### src/rtl/core/ipsp_pkg.sv
package ipsp_pkg;

    localparam int BYTE_W     = 8;
    localparam int SKIP_W     = 24;
    localparam int ADDR_W     = 25;
    localparam int LEN_W      = 16;
    localparam int KIND_W     = 3;
    localparam int QUEUE_DEPTH = 4;

    localparam logic [SKIP_W-1:0] DEFAULT_HEADER_SKIP = 24'd512;
    localparam logic [SKIP_W-1:0] EOF_WORD            = 24'h454F46;

    localparam logic [KIND_W-1:0] KIND_DATA       = 3'd0;
    localparam logic [KIND_W-1:0] KIND_FILL       = 3'd1;
    localparam logic [KIND_W-1:0] KIND_PATCH_END  = 3'd2;
    localparam logic [KIND_W-1:0] KIND_NOT_IPS    = 3'd3;
    localparam logic [KIND_W-1:0] KIND_UNEXPECTED = 3'd4;

    typedef struct packed {
        logic              prim_valid;
        logic [KIND_W-1:0] prim_kind;
        logic [ADDR_W-1:0] prim_addr;
        logic [LEN_W-1:0]  prim_len;
        logic [BYTE_W-1:0] prim_value;
        logic              end_valid;
        logic [KIND_W-1:0] end_kind;
    } t_queue_entry;

    function automatic logic [BYTE_W-1:0] header_byte(input logic [2:0] idx);
        logic [BYTE_W-1:0] b;
        case (idx)
            3'd0:    b = 8'h50;
            3'd1:    b = 8'h41;
            3'd2:    b = 8'h54;
            3'd3:    b = 8'h43;
            3'd4:    b = 8'h48;
            default: b = 8'h00;
        endcase
        return b;
    endfunction

endpackage

### src/rtl/core/ipsp_if.sv
interface ipsp_in_if;
    import ipsp_pkg::*;

    logic              valid;
    logic              ready;
    logic [BYTE_W-1:0] patch_byte;
    logic              stream_end;

    modport source (output valid, output patch_byte, output stream_end, input ready);
    modport sink   (input valid, input patch_byte, input stream_end, output ready);
endinterface

interface ipsp_out_if;
    import ipsp_pkg::*;

    logic              valid;
    logic              ready;
    logic [KIND_W-1:0] kind;
    logic [ADDR_W-1:0] target_address;
    logic [LEN_W-1:0]  run_length;
    logic [BYTE_W-1:0] value;
    logic              last_of_run;

    modport source (output valid, output kind, output target_address, output run_length,
                    output value, output last_of_run, input ready);
    modport sink   (input valid, input kind, input target_address, input run_length,
                    input value, input last_of_run, output ready);
endinterface

interface ipsp_cfg_if;
    import ipsp_pkg::*;

    logic              valid;
    logic              ready;
    logic [SKIP_W-1:0] header_skip;

    modport source (output valid, output header_skip, input ready);
    modport sink   (input valid, input header_skip, output ready);
endinterface

### src/rtl/core/ipsp_front.sv
module ipsp_front (
    input  logic                  i_clk,
    input  logic                  i_rst_n,
    ipsp_in_if.sink               i_in,
    ipsp_cfg_if.sink              i_cfg,
    input  logic                  i_full,
    output logic                  o_push,
    output ipsp_pkg::t_queue_entry o_push_data
);
    import ipsp_pkg::*;

    localparam logic [2:0] PH_HEADER   = 3'd0;
    localparam logic [2:0] PH_OFFSET   = 3'd1;
    localparam logic [2:0] PH_SIZE     = 3'd2;
    localparam logic [2:0] PH_DATA     = 3'd3;
    localparam logic [2:0] PH_FILL_LEN = 3'd4;
    localparam logic [2:0] PH_FILL_VAL = 3'd5;
    localparam logic [2:0] PH_IDLE     = 3'd6;

    logic [2:0]        r_phase, n_phase;
    logic [2:0]        r_count, n_count;
    logic [SKIP_W-1:0] r_offset, n_offset;
    logic [LEN_W-1:0]  r_size, n_size;
    logic [LEN_W-1:0]  r_remain, n_remain;
    logic [ADDR_W-1:0] r_addr, n_addr;
    logic              r_dropped, n_dropped;
    logic [SKIP_W-1:0] r_skip;

    logic              accept;
    logic              terminal;
    logic [2:0]        hdr_idx;
    logic [2:0]        cnt_inc;
    logic [SKIP_W-1:0] off_full;
    logic [LEN_W-1:0]  size_full;
    logic [LEN_W-1:0]  remain_dec;
    logic [ADDR_W-1:0] skip_diff;
    t_queue_entry      entry;

    assign i_cfg.ready = 1'b1;
    assign i_in.ready  = !i_full;
    assign accept      = i_in.valid && !i_full;

    assign hdr_idx    = (r_count > 3'd4) ? 3'd0 : r_count;
    assign cnt_inc    = r_count + 3'd1;
    assign off_full   = {r_offset[SKIP_W-9:0], i_in.patch_byte};
    assign size_full  = {r_size[LEN_W-9:0], i_in.patch_byte};
    assign remain_dec = r_remain - 16'd1;
    assign skip_diff  = {1'b0, off_full} - {1'b0, r_skip};

    always_comb begin
        n_phase   = r_phase;
        n_count   = r_count;
        n_offset  = r_offset;
        n_size    = r_size;
        n_remain  = r_remain;
        n_addr    = r_addr;
        n_dropped = r_dropped;
        terminal  = 1'b0;
        entry     = '0;
        entry.prim_kind = KIND_DATA;
        entry.end_kind  = KIND_UNEXPECTED;

        case (r_phase)
            PH_HEADER: begin
                n_count = hdr_idx;
                if (i_in.patch_byte != header_byte(hdr_idx)) begin
                    entry.prim_valid = 1'b1;
                    entry.prim_kind  = KIND_NOT_IPS;
                    terminal         = 1'b1;
                    n_phase          = PH_IDLE;
                end else if (hdr_idx == 3'd4) begin
                    n_count = 3'd0;
                    n_phase = PH_OFFSET;
                end else begin
                    n_count = hdr_idx + 3'd1;
                end
            end
            PH_OFFSET: begin
                n_offset = off_full;
                n_count  = cnt_inc;
                if (cnt_inc >= 3'd3) begin
                    n_count = 3'd0;
                    if (off_full == EOF_WORD) begin
                        entry.prim_valid = 1'b1;
                        entry.prim_kind  = KIND_PATCH_END;
                        terminal         = 1'b1;
                        n_phase          = PH_IDLE;
                    end else begin
                        n_dropped = skip_diff[ADDR_W-1];
                        n_addr    = skip_diff[ADDR_W-1] ? '0 : {1'b0, skip_diff[SKIP_W-1:0]};
                        n_size    = '0;
                        n_phase   = PH_SIZE;
                    end
                end
            end
            PH_SIZE: begin
                n_size  = size_full;
                n_count = cnt_inc;
                if (cnt_inc >= 3'd2) begin
                    n_count  = 3'd0;
                    n_remain = size_full;
                    n_phase  = (size_full == '0) ? PH_FILL_LEN : PH_DATA;
                end
            end
            PH_DATA: begin
                if (!r_dropped) begin
                    entry.prim_valid = 1'b1;
                    entry.prim_kind  = KIND_DATA;
                    entry.prim_addr  = r_addr;
                    entry.prim_value = i_in.patch_byte;
                end
                n_addr   = r_addr + 25'd1;
                n_remain = remain_dec;
                if (remain_dec == '0) begin
                    n_offset = '0;
                    n_phase  = PH_OFFSET;
                end
            end
            PH_FILL_LEN: begin
                n_remain = {r_remain[LEN_W-9:0], i_in.patch_byte};
                n_count  = cnt_inc;
                if (cnt_inc >= 3'd2) begin
                    n_count = 3'd0;
                    n_phase = PH_FILL_VAL;
                end
            end
            PH_FILL_VAL: begin
                if (!r_dropped) begin
                    entry.prim_valid = 1'b1;
                    entry.prim_kind  = KIND_FILL;
                    entry.prim_addr  = r_addr;
                    entry.prim_len   = r_remain;
                    entry.prim_value = i_in.patch_byte;
                end
                n_offset = '0;
                n_phase  = PH_OFFSET;
            end
            default: begin
                terminal = 1'b1;
                n_phase  = PH_IDLE;
            end
        endcase

        if (i_in.stream_end) begin
            entry.end_valid = !terminal;
            entry.end_kind  = (n_phase == PH_HEADER) ? KIND_NOT_IPS : KIND_UNEXPECTED;
            n_phase   = PH_HEADER;
            n_count   = '0;
            n_offset  = '0;
            n_size    = '0;
            n_remain  = '0;
            n_addr    = '0;
            n_dropped = 1'b0;
        end
    end

    assign o_push      = accept && (entry.prim_valid || entry.end_valid);
    assign o_push_data = entry;

    always_ff @(posedge i_clk) begin
        if (!i_rst_n) begin
            r_phase   <= PH_HEADER;
            r_count   <= '0;
            r_offset  <= '0;
            r_size    <= '0;
            r_remain  <= '0;
            r_addr    <= '0;
            r_dropped <= 1'b0;
            r_skip    <= DEFAULT_HEADER_SKIP;
        end else begin
            if (accept) begin
                r_phase   <= n_phase;
                r_count   <= n_count;
                r_offset  <= n_offset;
                r_size    <= n_size;
                r_remain  <= n_remain;
                r_addr    <= n_addr;
                r_dropped <= n_dropped;
            end
            if (i_cfg.valid) begin
                r_skip <= i_cfg.header_skip;
            end
        end
    end

endmodule

### src/rtl/core/ipsp_queue.sv
module ipsp_queue #(
    parameter int DEPTH = ipsp_pkg::QUEUE_DEPTH
) (
    input  logic                   i_clk,
    input  logic                   i_rst_n,
    input  logic                   i_push,
    input  ipsp_pkg::t_queue_entry i_push_data,
    output logic                   o_full,
    input  logic                   i_pop,
    output ipsp_pkg::t_queue_entry o_head,
    output logic                   o_empty
);
    import ipsp_pkg::*;

    localparam int PTR_W = (DEPTH > 1) ? $clog2(DEPTH) : 1;
    localparam int CNT_W = $clog2(DEPTH + 1);
    localparam logic [PTR_W-1:0] LAST_PTR = PTR_W'(DEPTH - 1);
    localparam logic [CNT_W-1:0] FULL_CNT = CNT_W'(DEPTH);

    t_queue_entry     r_mem [DEPTH];
    logic [PTR_W-1:0] r_wr_ptr, r_rd_ptr;
    logic [CNT_W-1:0] r_count;
    logic             do_push, do_pop;

    assign o_full  = (r_count == FULL_CNT);
    assign o_empty = (r_count == '0);
    assign o_head  = r_mem[r_rd_ptr];
    assign do_push = i_push && !o_full;
    assign do_pop  = i_pop && !o_empty;

    always_ff @(posedge i_clk) begin
        if (do_push) begin
            r_mem[r_wr_ptr] <= i_push_data;
        end
    end

    always_ff @(posedge i_clk) begin
        if (!i_rst_n) begin
            r_wr_ptr <= '0;
            r_rd_ptr <= '0;
            r_count  <= '0;
        end else begin
            if (do_push) begin
                r_wr_ptr <= (r_wr_ptr == LAST_PTR) ? '0 : r_wr_ptr + PTR_W'(1);
            end
            if (do_pop) begin
                r_rd_ptr <= (r_rd_ptr == LAST_PTR) ? '0 : r_rd_ptr + PTR_W'(1);
            end
            if (do_push && !do_pop) begin
                r_count <= r_count + CNT_W'(1);
            end else if (do_pop && !do_push) begin
                r_count <= r_count - CNT_W'(1);
            end
        end
    end

endmodule

### src/rtl/core/ipsp_back.sv
module ipsp_back (
    input  logic                   i_clk,
    input  logic                   i_rst_n,
    input  logic                   i_empty,
    input  ipsp_pkg::t_queue_entry i_head,
    output logic                   o_pop,
    ipsp_out_if.source             o_out
);
    import ipsp_pkg::*;

    logic              r_valid;
    logic [KIND_W-1:0] r_kind;
    logic [ADDR_W-1:0] r_addr;
    logic [LEN_W-1:0]  r_len;
    logic [BYTE_W-1:0] r_value;
    logic              r_last;
    logic              r_sec_pending;
    logic [KIND_W-1:0] r_sec_kind;
    logic              can_load;

    assign can_load = !r_valid || o_out.ready;
    assign o_pop    = can_load && !r_sec_pending && !i_empty;

    assign o_out.valid          = r_valid;
    assign o_out.kind           = r_kind;
    assign o_out.target_address = r_addr;
    assign o_out.run_length     = r_len;
    assign o_out.value          = r_value;
    assign o_out.last_of_run    = r_last;

    always_ff @(posedge i_clk) begin
        if (!i_rst_n) begin
            r_valid       <= 1'b0;
            r_sec_pending <= 1'b0;
        end else if (can_load) begin
            if (r_sec_pending) begin
                r_valid       <= 1'b1;
                r_sec_pending <= 1'b0;
            end else if (!i_empty) begin
                r_valid       <= 1'b1;
                r_sec_pending <= i_head.prim_valid && i_head.end_valid;
            end else begin
                r_valid <= 1'b0;
            end
        end
    end

    always_ff @(posedge i_clk) begin
        if (can_load) begin
            if (r_sec_pending) begin
                r_kind  <= r_sec_kind;
                r_addr  <= '0;
                r_len   <= '0;
                r_value <= '0;
                r_last  <= 1'b1;
            end else if (i_head.prim_valid) begin
                r_kind     <= i_head.prim_kind;
                r_addr     <= i_head.prim_addr;
                r_len      <= i_head.prim_len;
                r_value    <= i_head.prim_value;
                r_last     <= !i_head.end_valid;
                r_sec_kind <= i_head.end_kind;
            end else begin
                r_kind  <= i_head.end_kind;
                r_addr  <= '0;
                r_len   <= '0;
                r_value <= '0;
                r_last  <= 1'b1;
            end
        end
    end

endmodule

### src/rtl/core/ips_patch_stream_parser.sv
// ips patch stream parser
// i_in carries the patch file one byte per transaction, with stream_end on the
// last byte. o_out carries results: data bytes with their rebased target
// address, fill run descriptors, and patch end / not ips / unexpected end
// status. last_of_run marks the final result caused by one input byte.
// i_cfg writes header_skip; write it only while the parser is idle.
// a byte is taken every cycle while the result queue has room. its first
// result is registered in the queue and then in the output register. a byte
// that causes two results (a result followed by an end status) holds the
// output register for both before the next queue entry is taken; the output
// register emits one result per cycle while the receiver holds o_out.ready high.
// the front parser and the output stage are split by a queue of QUEUE_DEPTH
// entries; when the receiver stalls the queue fills and then i_in.ready drops.
// bytes that cause no result never enter the queue.
// reset restores header_skip to 512, expects a new PATCH header and empties
// the queue. every byte marked stream_end also rearms the header check.
module ips_patch_stream_parser #(
    parameter int QUEUE_DEPTH = ipsp_pkg::QUEUE_DEPTH
) (
    input  logic       i_clk,
    input  logic       i_rst_n,
    ipsp_in_if.sink    i_in,
    ipsp_cfg_if.sink   i_cfg,
    ipsp_out_if.source o_out
);
    import ipsp_pkg::*;

    logic         push, pop, full, empty;
    t_queue_entry push_data, head;

    ipsp_front u_front (
        .i_clk       (i_clk),
        .i_rst_n     (i_rst_n),
        .i_in        (i_in),
        .i_cfg       (i_cfg),
        .i_full      (full),
        .o_push      (push),
        .o_push_data (push_data)
    );

    ipsp_queue #(
        .DEPTH (QUEUE_DEPTH)
    ) u_queue (
        .i_clk       (i_clk),
        .i_rst_n     (i_rst_n),
        .i_push      (push),
        .i_push_data (push_data),
        .o_full      (full),
        .i_pop       (pop),
        .o_head      (head),
        .o_empty     (empty)
    );

    ipsp_back u_back (
        .i_clk   (i_clk),
        .i_rst_n (i_rst_n),
        .i_empty (empty),
        .i_head  (head),
        .o_pop   (pop),
        .o_out   (o_out)
    );

endmodule

### src/flat_wrapper.sv
// flat-port wrapper written by rule: the top's interface ports become plain ports
module ips_patch_stream_parser_flat import ipsp_pkg::*;
#(
    parameter int QUEUE_DEPTH = ipsp_pkg::QUEUE_DEPTH
)
  (i_clk, i_rst_n, i_in_valid, i_in_patch_byte, i_in_stream_end, i_in_ready, i_cfg_valid, i_cfg_header_skip, i_cfg_ready, o_out_valid, o_out_kind, o_out_target_address, o_out_run_length, o_out_value, o_out_last_of_run, o_out_ready);
  ipsp_in_if i_in_i ();
  ipsp_cfg_if i_cfg_i ();
  ipsp_out_if o_out_i ();
  input  logic i_clk;
  input  logic i_rst_n;
  input wire logic [$bits(i_in_i.valid)-1:0] i_in_valid;
  input wire logic [$bits(i_in_i.patch_byte)-1:0] i_in_patch_byte;
  input wire logic [$bits(i_in_i.stream_end)-1:0] i_in_stream_end;
  output wire logic [$bits(i_in_i.ready)-1:0] i_in_ready;
  input wire logic [$bits(i_cfg_i.valid)-1:0] i_cfg_valid;
  input wire logic [$bits(i_cfg_i.header_skip)-1:0] i_cfg_header_skip;
  output wire logic [$bits(i_cfg_i.ready)-1:0] i_cfg_ready;
  output wire logic [$bits(o_out_i.valid)-1:0] o_out_valid;
  output wire logic [$bits(o_out_i.kind)-1:0] o_out_kind;
  output wire logic [$bits(o_out_i.target_address)-1:0] o_out_target_address;
  output wire logic [$bits(o_out_i.run_length)-1:0] o_out_run_length;
  output wire logic [$bits(o_out_i.value)-1:0] o_out_value;
  output wire logic [$bits(o_out_i.last_of_run)-1:0] o_out_last_of_run;
  input wire logic [$bits(o_out_i.ready)-1:0] o_out_ready;
  assign i_in_i.valid = i_in_valid;
  assign i_in_i.patch_byte = i_in_patch_byte;
  assign i_in_i.stream_end = i_in_stream_end;
  assign i_in_ready = i_in_i.ready;
  assign i_cfg_i.valid = i_cfg_valid;
  assign i_cfg_i.header_skip = i_cfg_header_skip;
  assign i_cfg_ready = i_cfg_i.ready;
  assign o_out_valid = o_out_i.valid;
  assign o_out_kind = o_out_i.kind;
  assign o_out_target_address = o_out_i.target_address;
  assign o_out_run_length = o_out_i.run_length;
  assign o_out_value = o_out_i.value;
  assign o_out_last_of_run = o_out_i.last_of_run;
  assign o_out_i.ready = o_out_ready;
  ips_patch_stream_parser #(.QUEUE_DEPTH(QUEUE_DEPTH)) u_core (.i_clk(i_clk), .i_rst_n(i_rst_n), .i_in(i_in_i), .i_cfg(i_cfg_i), .o_out(o_out_i));
endmodule
### config.mk
export PLATFORM = sky130hd
export DESIGN_NAME = ips_patch_stream_parser_flat
export DESIGN_NICKNAME = d
export VERILOG_FILES = /design/src/rtl/core/ipsp_pkg.sv /design/src/rtl/core/ipsp_if.sv /design/src/rtl/core/ipsp_front.sv /design/src/rtl/core/ipsp_queue.sv /design/src/rtl/core/ipsp_back.sv /design/src/rtl/core/ips_patch_stream_parser.sv /design/src/flat_wrapper.sv
export SDC_FILE = /design/constraint.sdc
export NUM_CORES = 1
export LEC_CHECK = 0
export BUFFER_PORTS_ARGS = -buffer_cell sky130_fd_sc_hd__buf_2
export CAP_MARGIN = 10
export CORE_MARGIN = 2
export CORE_UTILIZATION = 56
export CTS_CLUSTER_SIZE = 8
export DETAILED_ROUTE_END_ITERATION = 7
export PLACE_DENSITY = 0.77
export SLEW_MARGIN = 40
export SYNTH_ARGS = -nofsm -noshare
export SYNTH_HDL_FRONTEND = slang
export SYNTH_HIERARCHICAL = 1
export SYNTH_SLANG_ARGS = --single-unit
### constraint.sdc
create_clock -name i_clk -period 4.5 [get_ports i_clk]
set_input_delay 0.9 -clock i_clk [delete_from_list [all_inputs] [get_ports i_clk]]
set_output_delay 0.9 -clock i_clk [all_outputs]
set_load 0.05 [all_outputs]
==> After elaboration in Yosys (flattened, before gate mapping) <==
Memory sizes are Yosys's and may differ from the RTL's. A register that Yosys moved wholly into a read port is not among the register bits.
Index checks and enable logic that the tools add are counted.
{ "op_classes": {"n_div": 0, "n_eq_ne": 19, "n_reduce_logical": 43, "n_mux": 68, "magnitude_cmp": 3, "bitwise": 2, "n_mul": 0, "add_sub_neg": 9, "shifts": 0} }
{ "op_table": {"columns": ["op", "n"], "rows": [
  ["$pmux 25 s2", 2],
  ["$pmux 16 s3", 2],
  ["$mux 16", 5],
  ["$mux 25", 3],
  ["$mux 3", 20],
  ["$mux 53", 1],
  ["$mux 8", 5],
  ["$pmux 7 s5", 1],
  ["$logic_not 16->1", 2],
  ["$pmux 8 s2", 2],
  ["$mux 29", 1],
  ["$add 25x1->25 const B", 1],
  ["$sub 24x24->25", 1],
  ["$eq 24x23->1 const B", 1],
  ["$mux 24", 1],
  ["$pmux 3 s6", 1],
  ["$mux 4", 4],
  ["$pmux 4 s4", 1],
  ["$sub 16x1->16 const B", 1],
  ["$mux 1", 13],
  ["$eq 3x2->1 const B", 4],
  ["$eq 3x3->1 const B", 4],
  ["$logic_not 3->1", 4],
  ["$ne 3x3->1 const B", 4],
  ["24 further kinds", 60]
]} }
{ "word_totals": {"regBits": 161, "inputBits": 38, "mem_bits_ro": 0, "ramBits": 228, "memories": 1, "latchBits": 0} }
{ "memory_table": {"columns": ["memory", "depth", "word_bits", "read_ports", "rd_ports_with_merged_regs", "wr", "line_no", "source"], "rows": [
  ["u_core.u_queue.r_mem", 4, 57, 1, 1, 1, "ipsp_queue.sv:20", "t_queue_entry r_mem [DEPTH];"]
]} }

==> Longest topological paths before layout <==
{ "logic_depth": {"ltp_word": 18, "mapped_depth": 21} }

==> Cells and area by module <==
The synthesis kept the hierarchy.
{ "by_module_without_submodules": {"columns": ["module", "instances", "cells_per_inst", "area_each_um2"], "rows": [
  ["ipsp_queue", 1, 348, 8693.3],
  ["ipsp_front", 1, 956, 7175.6],
  ["ipsp_back", 1, 134, 2250.9]
]} }

==> Worst setup path after synthesis <==
No wires, ideal clock.
{ "synth_timing": {"kind": "register -> register", "start": "register u_core.u_front.r_count[0]", "end": "memory u_core/u_queue/r_mem[0][0] in the netlist's numbering (enable)", "setup_ns": 0.421, "setup_slack_ns": -0.089, "stages_incl_launch_ff": 17, "arrival_time_ns": 4.168, "required_ns": 4.079, "path_buffers": 1, "path_cell_list": "dfxtp_1 inv_1 ha_1 nand2b_1 nand2_1 nor2_1 ha_1 xnor2_1 nand4_1 nor3_2 o21ai_0 and2_1 nor2_1 o21a_1 nor2b_1 buf_2 and2_1"} }
{ "synth_lines": {"columns": ["element", "line_no", "source"], "rows": [
  ["start: declaration", "ipsp_front.sv:21", "logic [2:0] r_count, n_count;"],
  ["start signal: assignment", "ipsp_front.sv:173", "r_count <= n_count;"],
  ["end: declaration", "ipsp_queue.sv:20", null]
]} }

==> impl_results.md <==
- Outcome: finished, final reports clean
- Die area: 33800 sq um
- Minimum clock period: between 4 and 5 ns
- Total CTS buffers: 54
- # diodes: 0
- Fin crit share: 0.910
- RR Endpoint: u_core/u_queue/r_count[2]$_SDFFE_PN0P_
- Slew @ Worst Pin: between 0.7 and 0.8 ns
- Mapped Cells: around 1400
- Syn_nets: approximately 1500
- Via density: approximately 6
- Total Routing Usage GR: 0.246
- Crit Path Class: reg2reg
- Initial Utilization: 0.571
- Final worst slack: 0.407 ns
- Largest family of logic cells by synthesized area: simple AND/OR/NAND/NOR gates
- P_int: about 7600 uW
- Min-delay worst type: reg2reg
- TritonCTS clock tree: done
- Delay of the slowest critical-path stage: 0.40 ns
- Clk sinks: between 300 and 400
- EDFF count, synth: roughly 280
- TNS Setup: 0 ns
- Unrepaired setup endpoints after global routing: false
- Number of fillers in the final layout: 2315
- Worst-path maximum fanout: 8
- Worst-Skew Late Latency: ~0.56 ns
- Reg2Reg Depth: 20
- Syn avg cell area: around 13 sq um
- R2R Setup Slk: around 0.41 ns
- Yosys reg bits: between 300 and 400
- Global-route wire length before repair: between 60000 and 70000 microns
- PortBufs: 92
- Most common cell after layout, fill and taps aside: edfxtp_1
- Slowest-stage cell, CP: dfxtp_2
- Synthesis Warnings: 6
- Grt total ovfl: 0
- Cts hold-fix bufs: 0
- Fmax: between 200 and 250 MHz
- Worst Path Arrival: roughly 4.6 ns
- WP data required: 4.98 ns
- Adder-cell area share of the yosys netlist: 0.0298
- CTS max path bufs: 3
- Residual DRC: 0
- Clock share of power: 0.331
- Routed wire length: 41200 microns
- Fin. Hold Viols: 0
- Layout cells sized above 1: 0.175
- Power per Cell Area: roughly 540 nW/um^2
- Max-slew violation count: 0
- Slew Limit Headroom: 0.486
- Hold EP: u_core/u_front/r_skip[9]$_SDFFE_PN1P_
- Num ports: 94
- Die width: about 180 microns
- 1st-pass router iterations: 8
- Drt initial violations: 1235
- Max IR drop VDD: about 0.28 mV
- Commonest non-fill, non-tap cells in the layout: edfxtp_1, and2_1, dfxtp_1
- Seq pwr share: 0.431
- Clock Skew: 0.0253 ns
- Setup-failing EPs final: 0
- Hold path cells: 2
- Crit start category: flop
- Post-CTS sizing: 0
- Post-synthesis mux area share: 0.0953
- Vias: between 10000 and 15000
- Gate power share: 0.238
- Die height: roughly 180 microns
- Non-Filler Instances: 1974
- Postcts setup bufs: 0
- Clock transition at path regs: 0.05 ns
- Core area: between 30000 and 40000 sq um
- Initial antenna violation count: 0
- Detailed placement HPWL: about 27000 microns
- CTS H-tree depth: 2
- CP Capture Type: flop
- Seq/Total Area, Yosys: 0.589
- Critical Path, Cell by Cell: inv_1, ha_1, nand2b_1, nand2_1, nor2_1, ha_1, a21oi_1, xnor2_1, nor3_2, o21ai_0, and2_1, or2_2, o21a_1, nor2b_1, ha_1, inv_1, fa_1, xor2_1, or3_1, a21boi_0
- Area grow syn2layout: 13.3%
- Cell variety after synth: 85
- Final antenna-violating net count: 0
- Clk root buf: clkbuf_16
- Most used cell, CP: ha_1
- Xor/xnor share of the synthesized area: 0.0169
- Row count: 65
- Simple-gate portion of the synthesized area: 0.136
- Switching Share: 0.310
- Final weighted congestion in routability-driven placement: between 0.9 and 1
- Synth async-reset ratio: 0
- Layout net count: 1611
- Overall Power: between 10000 and 15000 uW
- Largest net degree at the start of global routing: 57
- Worst Hold Launch: u_core/u_front/r_skip[9]$_SDFFE_PN1P_
- Synthesized cell area: around 18000 sq um
- Sw power: between 3000 and 4000 uW
- Placed cells: 1876
- Ys flop type: edfxtp_1
- Routed len/inst: ~21 microns
- Max Cap Viol: 0
- Vias in the first global route: around 12000
- DP Worst Slack: about 0.37 ns
- Lkg Pwr: 0.00748 uW
- R2R Path Start: u_core/u_front/r_count[0]$_SDFFE_PN0P_
- Compound-gate portion of the synthesized area: 0.0978
-- per-stage QoR --
step / instance area [sq um] / utilization / hold slack [ns]
finish: 20500 / 0.647 / 0.490
CTS: 20500 / 0.646 / 0.494
global placement: 18900 / 0.597 / 0.474
floorplan: 18100 / - / 0.457
detailed placement: 19000 / 0.598 / 0.483
global route: 20500 / 0.647 / 0.510
-- sequential cells by signal, indices dropped and copies added, names as in the netlist, named ones only --
register,flops
u_core/u_queue/r_mem,228
u_core/u_back/o_out.target_address,25
u_core/u_front/r_addr,25
u_core/u_front/r_skip,24
u_core/u_back/o_out.run_length,16
u_core/u_front/r_offset,16
u_core/u_front/r_remain,16
u_core/u_back/o_out.value,8
u_core/u_front/r_size,8
u_core/u_back/o_out.kind,3
u_core/u_back/r_sec_kind,3
u_core/u_front/r_count,3
u_core/u_front/r_phase,3
u_core/u_queue/r_count,3
u_core/u_queue/r_rd_ptr,2
u_core/u_queue/r_wr_ptr,2
u_core/u_back/o_out.last_of_run,1
u_core/u_back/o_out.valid,1
u_core/u_back/r_sec_pending,1
u_core/u_front/r_dropped,1
-- critical path, delay by kind of cell (launching register included) --
family | cells | cell delay [ns]
AND/OR/NAND/NOR | 8 | 1.47
adder cells (fa/ha/maj) | 4 | 1.05
AO/OA/AOI/OAI | 4 | 0.58
flip-flops | 1 | 0.40
XOR/XNOR | 2 | 0.33
buffers and inverters | 2 | 0.16
-- layer usage --
layer  GRT usage  wire (microns)
met1       0.337           17000
met2       0.404           20000
met3      0.0384            2900
met4      0.0848            1230
met5           0               0
-- cell type report --
class	instances	area [sq um]	area share
Multi-Input combinational cell	912	6870	0.334
Clock buffer	95	1510	0.0733
Inverter	50	190	0.00927
Tap cell	402	503	0.0245
Sequential cell	391	10700	0.520
Clock inverter	2	36.3	0.00177
Timing Repair Buffer	122	748	0.0365
-- cell usage after synthesis (4+ instances only) --
library cell	count	share of area
a21o_1	15	0.0062
a21boi_0	4	0.0017
nor3_1	27	0.0075
nand2b_1	6	0.0021
o21ai_0	61	0.017
a22o_1	17	0.0082
o221ai_1	4	0.0019
dfxtp_1	107	0.12
mux2i_1	42	0.023
or3_1	10	0.0035
nor4_1	10	0.0035
nor4b_1	4	0.0019
a21oi_1	68	0.019
nand4_1	10	0.0035
o21bai_1	4	0.0017
nand2_1	98	0.020
mux4_2	57	0.071
xor2_1	13	0.0063
o211ai_1	9	0.0037
and3_1	12	0.0041
buf_2	15	0.0041
a22oi_1	5	0.0021
o31ai_1	12	0.0050
ha_1	40	0.028
or2_2	6	0.0021
buf_1	4	0.00083
a31oi_1	12	0.0041
clkbuf_1	49	0.010
nand3b_1	8	0.0033
xnor2_1	22	0.011
o31a_1	4	0.0019
buf_6	12	0.0075
o21a_1	5	0.0021
edfxtp_1	284	0.47
inv_1	50	0.010
nor2b_1	12	0.0041
nand3_1	29	0.0080
nor2_1	100	0.021
a211oi_1	4	0.0017
buf_4	5	0.0021
and2_1	108	0.037
-- power by group through the flow --
| stage | Combinational (uW) | Sequential, uW | Clock (uW) |
|---|---|---|---|
| 2_1_floorplan | 1320 | 5520 | 0 |
| 3_3_place_gp | 2580 | 4790 | 0 |
| 3_5_place_dp | 2620 | 4830 | 0 |
| 4_1_cts | 2650 | 4770 | 3720 |
| 5_1_grt | 2800 | 4820 | 3890 |
| 6_report | 2630 | 4760 | 3670 |
-- worst max path at each step --
stage,startpoint,endpoint,slack (ns),depth (start not counted)
floorplan,u_core/u_front/r_count[0]$_SDFFE_PN0P_,u_core/u_queue/r_count[2]$_SDFFE_PN0P_,0.45,21
finish,u_core/u_front/r_count[0]$_SDFFE_PN0P_,u_core/u_queue/r_count[2]$_SDFFE_PN0P_,0.41,20
detailed placement,u_core/u_front/r_count[0]$_SDFFE_PN0P_,u_core/u_queue/r_count[2]$_SDFFE_PN0P_,0.37,20
global placement,u_core/u_front/r_count[0]$_SDFFE_PN0P_,u_core/u_queue/r_count[2]$_SDFFE_PN0P_,0.45,20
global route,u_core/u_front/r_count[1]$_SDFFE_PN0P_,u_core/u_queue/r_count[2]$_SDFFE_PN0P_,0.06,20
CTS,u_core/u_front/r_count[0]$_SDFFE_PN0P_,u_core/u_queue/r_count[2]$_SDFFE_PN0P_,0.31,20
-- cells by family after synthesis --
kind of cell | after synthesis
flops | 391
fa+ha+maj | 42
mux | 101
simple gates | 466
xor+xnor | 35
other cells | 2
buf+inv | 135
compound gates | 266
Power figures use the tool's default switching activity.
